`config.mk`:
```
export PLATFORM = sky130hd
export DESIGN_NAME = adfk_cell
export DESIGN_NICKNAME = d
export VERILOG_FILES = /design/src/rtl/core/adfk_pkg.sv /design/src/rtl/core/adfk_cell.sv
export SDC_FILE = /design/constraint.sdc
export NUM_CORES = 1
export LEC_CHECK = 0
export ABC_CLOCK_PERIOD_IN_PS = 2040
export BUFFER_PORTS_ARGS = -buffer_cell sky130_fd_sc_hd__buf_2
export CAP_MARGIN = 15
export CORE_ASPECT_RATIO = 0.5
export CORE_MARGIN = 2
export CORE_UTILIZATION = 42
export CTS_CLUSTER_DIAMETER = 100
export CTS_CLUSTER_SIZE = 8
export DETAILED_ROUTE_END_ITERATION = 8
export PLACE_DENSITY_LB_ADDON = 0.15
export SYNTH_ARGS = -nofsm -noshare
export SYNTH_HDL_FRONTEND = slang
export SYNTH_SLANG_ARGS = --single-unit
export TNS_END_PERCENT = 30
```
`constraint.sdc`:
```
create_clock -name clock -period 2.04 [get_ports clock]
set_input_delay 0.102 -clock clock [delete_from_list [all_inputs] [get_ports clock]]
set_output_delay 0.102 -clock clock [all_outputs]
set_load 0.05 [all_outputs]
```
`src/rtl/core/adfk_pkg.sv`:
```
package adfk_pkg;

   localparam int KEY_W = 64;
   localparam int VAL_W = 64;

   typedef enum logic [1:0] {
      ACT_ELEM  = 2'd0,
      ACT_EMPTY = 2'd1,
      ACT_NULL  = 2'd2,
      ACT_RSVD  = 2'd3
   } action_type;

   typedef enum logic {
      ST_IDLE   = 1'b0,
      ST_DECIDE = 1'b1
   } state_type;

   // controls broadcast along the row of cells
   typedef struct packed {
      logic             capture;
      logic             shift;
      logic             float_keys;
      logic [KEY_W-1:0] probe_key;
   } cell_ctrl_type;

   typedef struct packed {
      action_type       action;
      logic [KEY_W-1:0] key;
      logic             key_is_null;
      logic [VAL_W-1:0] value;
      logic             value_is_null;
      logic             last_in_row;
   } item_type;

   function automatic logic key_is_nan(input logic [KEY_W-1:0] k);
      return (k[62:52] == 11'h7FF) && (k[51:0] != 52'd0);
   endfunction

   function automatic logic keys_equal(input logic [KEY_W-1:0] a,
                                       input logic [KEY_W-1:0] b,
                                       input logic             fk);
      logic eq;
      eq = (a == b);
      if (fk) begin
         if (key_is_nan(a) || key_is_nan(b)) begin
            eq = 1'b0;
         end else if ((a[62:0] == 63'd0) && (b[62:0] == 63'd0)) begin
            eq = 1'b1;
         end
      end
      return eq;
   endfunction

endpackage

```
`src/rtl/core/adfk_cell.sv`:
```
module adfk_cell
   import adfk_pkg::*;
(
   input  logic             clock,
   input  cell_ctrl_type    ctrl,
   input  logic             active,
   input  logic [KEY_W-1:0] key_prev,
   output logic [KEY_W-1:0] key_out,
   output logic             hit
);

   logic [KEY_W-1:0] key_ff;
   logic [KEY_W-1:0] key_in;
   logic             hit_ff;
   logic             hit_in;

   always_comb begin
      key_in = ctrl.shift ? key_prev : key_ff;
      hit_in = ctrl.capture ? (active && keys_equal(key_ff, ctrl.probe_key, ctrl.float_keys))
                            : hit_ff;
   end

   // stored key moves one cell down the row on every insert
   always_ff @(posedge clock) begin
      key_ff <= key_in;
      hit_ff <= hit_in;
   end

   assign key_out = key_ff;
   assign hit     = hit_ff;

endmodule
```
==> impl_results.md <==
* Hold Vio Cnt, Final at 0
* P per Cell Area at 815 mW/mm²
* Die area at 0.00786 mm²
* Global-route wire length before repair at 16.3 mm
* Total grt overflow at 0
* Slew headroom at 67.9%
* 1st-iter DRT viols at 254
* Worst ir drop on vdd at between 0.0006 and 0.0007 V
* Post-CTS Setup Inserts at 0
* Synth Cell Area at approximately 0.003 mm²
* Antenna violations before repair at 0
* Crit path time final at just under 2 ns
* Largest net degree at the start of global routing at between 60 and 70
* CTS Buffer Depth at 2
* Leak pwr at 2.03 nW
* Clock skew at 0.00376 ns
* Clock Latency Late Sink at ~0.33 ns
* H-tree Lvls at 3
* Sink Count at 65
* Ys Warns at 0
* Total power at a little over 0.004 W
* GRT Util Overall at 29.0%
* Startpoint types: flop
* R2R cell count at 5
* Max-cap violations at 0
* Die Y at 63.7 µm
* Diodes inserted at 0
* IO Pins at 198
* Final Cycle Share at 95.9%
* Final setup TNS at 0 ns
* Worst min path class: in -> reg
* Synth unique cells at 14
* Final Setup Violations at 0
* Detailed Place HPWL at 8.21 mm
* Hold Path Depth at 2
* Residual DRC at 0
* Unrepaired setup endpoints after global routing: false
* Crit. End Element: flop
* Sequential fraction of the synthesis area at 65.2%
* DRT Pass-1 Iters at 4
* Synth Instances at 205
* Initial core utilization at between 40% and 50%
* Crit Path Max Fanout at 3
* Core Region at 0.00678 mm²
* Leading cell type in the layout, fill and taps excluded: buf_2
* Slew Limit Fails at 0
* I/O Buffers at 197
* Worst Max-Slew Pin Slew at about 0.48 ns
* Routed vias/inst at 5.27
* TritonCTS Buffers at 9
* Vias in the first global route at 3125
* Critical path required time at 2.24 ns
* Clock Pin Slew Worst Setup and Hold Paths at 0.05 ns
* CP Class: reg -> reg
* F_max at 511 MHz
* Post-DRT Antenna Nets at 0
* # rows at 21
* Commonest cells after routing, fill and taps aside: 197 x buf_2, 65 x edfxtp_1, 65 x dlygate4sd3_1
* GP Congestion at 0.850
* Synth-to-layout area growth at 69.4%
* Root Buffer: clkbuf_16
* Yosys reg bits at 65
* CTS tree: yes
* Layout cells sized above 1 at 44.2%
* Syn_nets at about 340
* Die X at 123 µm
* Outcome: complete, no violations
* Via count at 3047
* Average cell area after synthesis at ~15 µm²
* Post-DR wirelength/cell at 19.6 µm
* Final wirelength at 11.3 mm
* Post-layout net count at 615
* Worst EP arrival at approximately 2.2 ns
[cell families after synthesis]
group	count (synthesis)	synth area share [%]
flops	65	65.2
compound gates	2	0.502
simple gates	74	15.5
xor+xnor	64	18.7
[cell type report]
type,count,area [µm²]
clock buffer,10,229
fill,489,1710
multi-input combinational,140,1050
clock inverter,5,47.5
tap,92,115
timing repair buffer,266,1680
sequential,65,1950
[per-layer routing]
layer  vias up  track usage (%)  routed length (µm)
met3        20             11.1                1160
li1       1384                -                   -
met2       175             47.4                5470
met1      1468             35.4                4470
met4         0             9.38                 248
met5         -                0                   0
[metrics by stage]
stage               cell area, µm²  util (%)  hold WS [ns]  instances  setup slack [ns]
finish                        5070      74.8        0.0843        578            0.0842
global route                  5070      74.8        0.0754        578            0.0137
CTS                           5060      74.7        0.0782        578             0.103
detailed placement            4140      61.0         0.280        498             0.109
global placement              4140      61.0         0.279        498            0.0696
floorplan                     2990         -         0.201        205            0.0979
[flip-flops by register name, indices dropped and copies added (netlist names)]
register,count
hit,1
key_out,64
[path summary, 6_finish.rpt]
path	startpoint	end	slack, ns
worst min-delay path	active	hit	0.08
worst min register to register	key_out[55]	hit	0.93
worst max-delay path	key_out[4]	hit	0.08
worst max register to register	key_out[4]	hit	0.08
[critical path, stage by stage (launching register included)]
cell,delay (ns)
edfxtp_1,0.43
nor4_2,0.34
nand4_1,0.15
or4_1,0.60
a21oi_1,0.15
o211a_1,0.16
[power by group]
group	total [W]	switching, W	internal (W)
Combinational	0.000979	0.000618	0.000361
Sequential	0.00171	0.000113	0.00160
Clock	0.00144	0.000520	0.000924
[cell usage after synthesis (all sizes together)]
master | n | area share (%)
xnor2 | 64 | 19
nand4 | 28 | 5.9
a21oi | 1 | 0.17
nor4b | 1 | 0.29
nor4 | 35 | 7.5
nand2 | 2 | 0.25
o211a | 1 | 0.33
edfxtp | 65 | 65
nand3 | 2 | 0.33
or4 | 2 | 0.50
and4 | 1 | 0.29
nor3 | 2 | 0.33
nor2 | 1 | 0.13
[timing repair]
| item | CTS | global route |
|---|---|---|
| setup endpoints to repair | 0 | 1 |
| hold buffers | 65 | 0 |
| resized for setup | 0 | 1 |
| endpoints found under the hold margin | 65 | 0 |
Note: power is estimated with default switching activity, not from simulation.
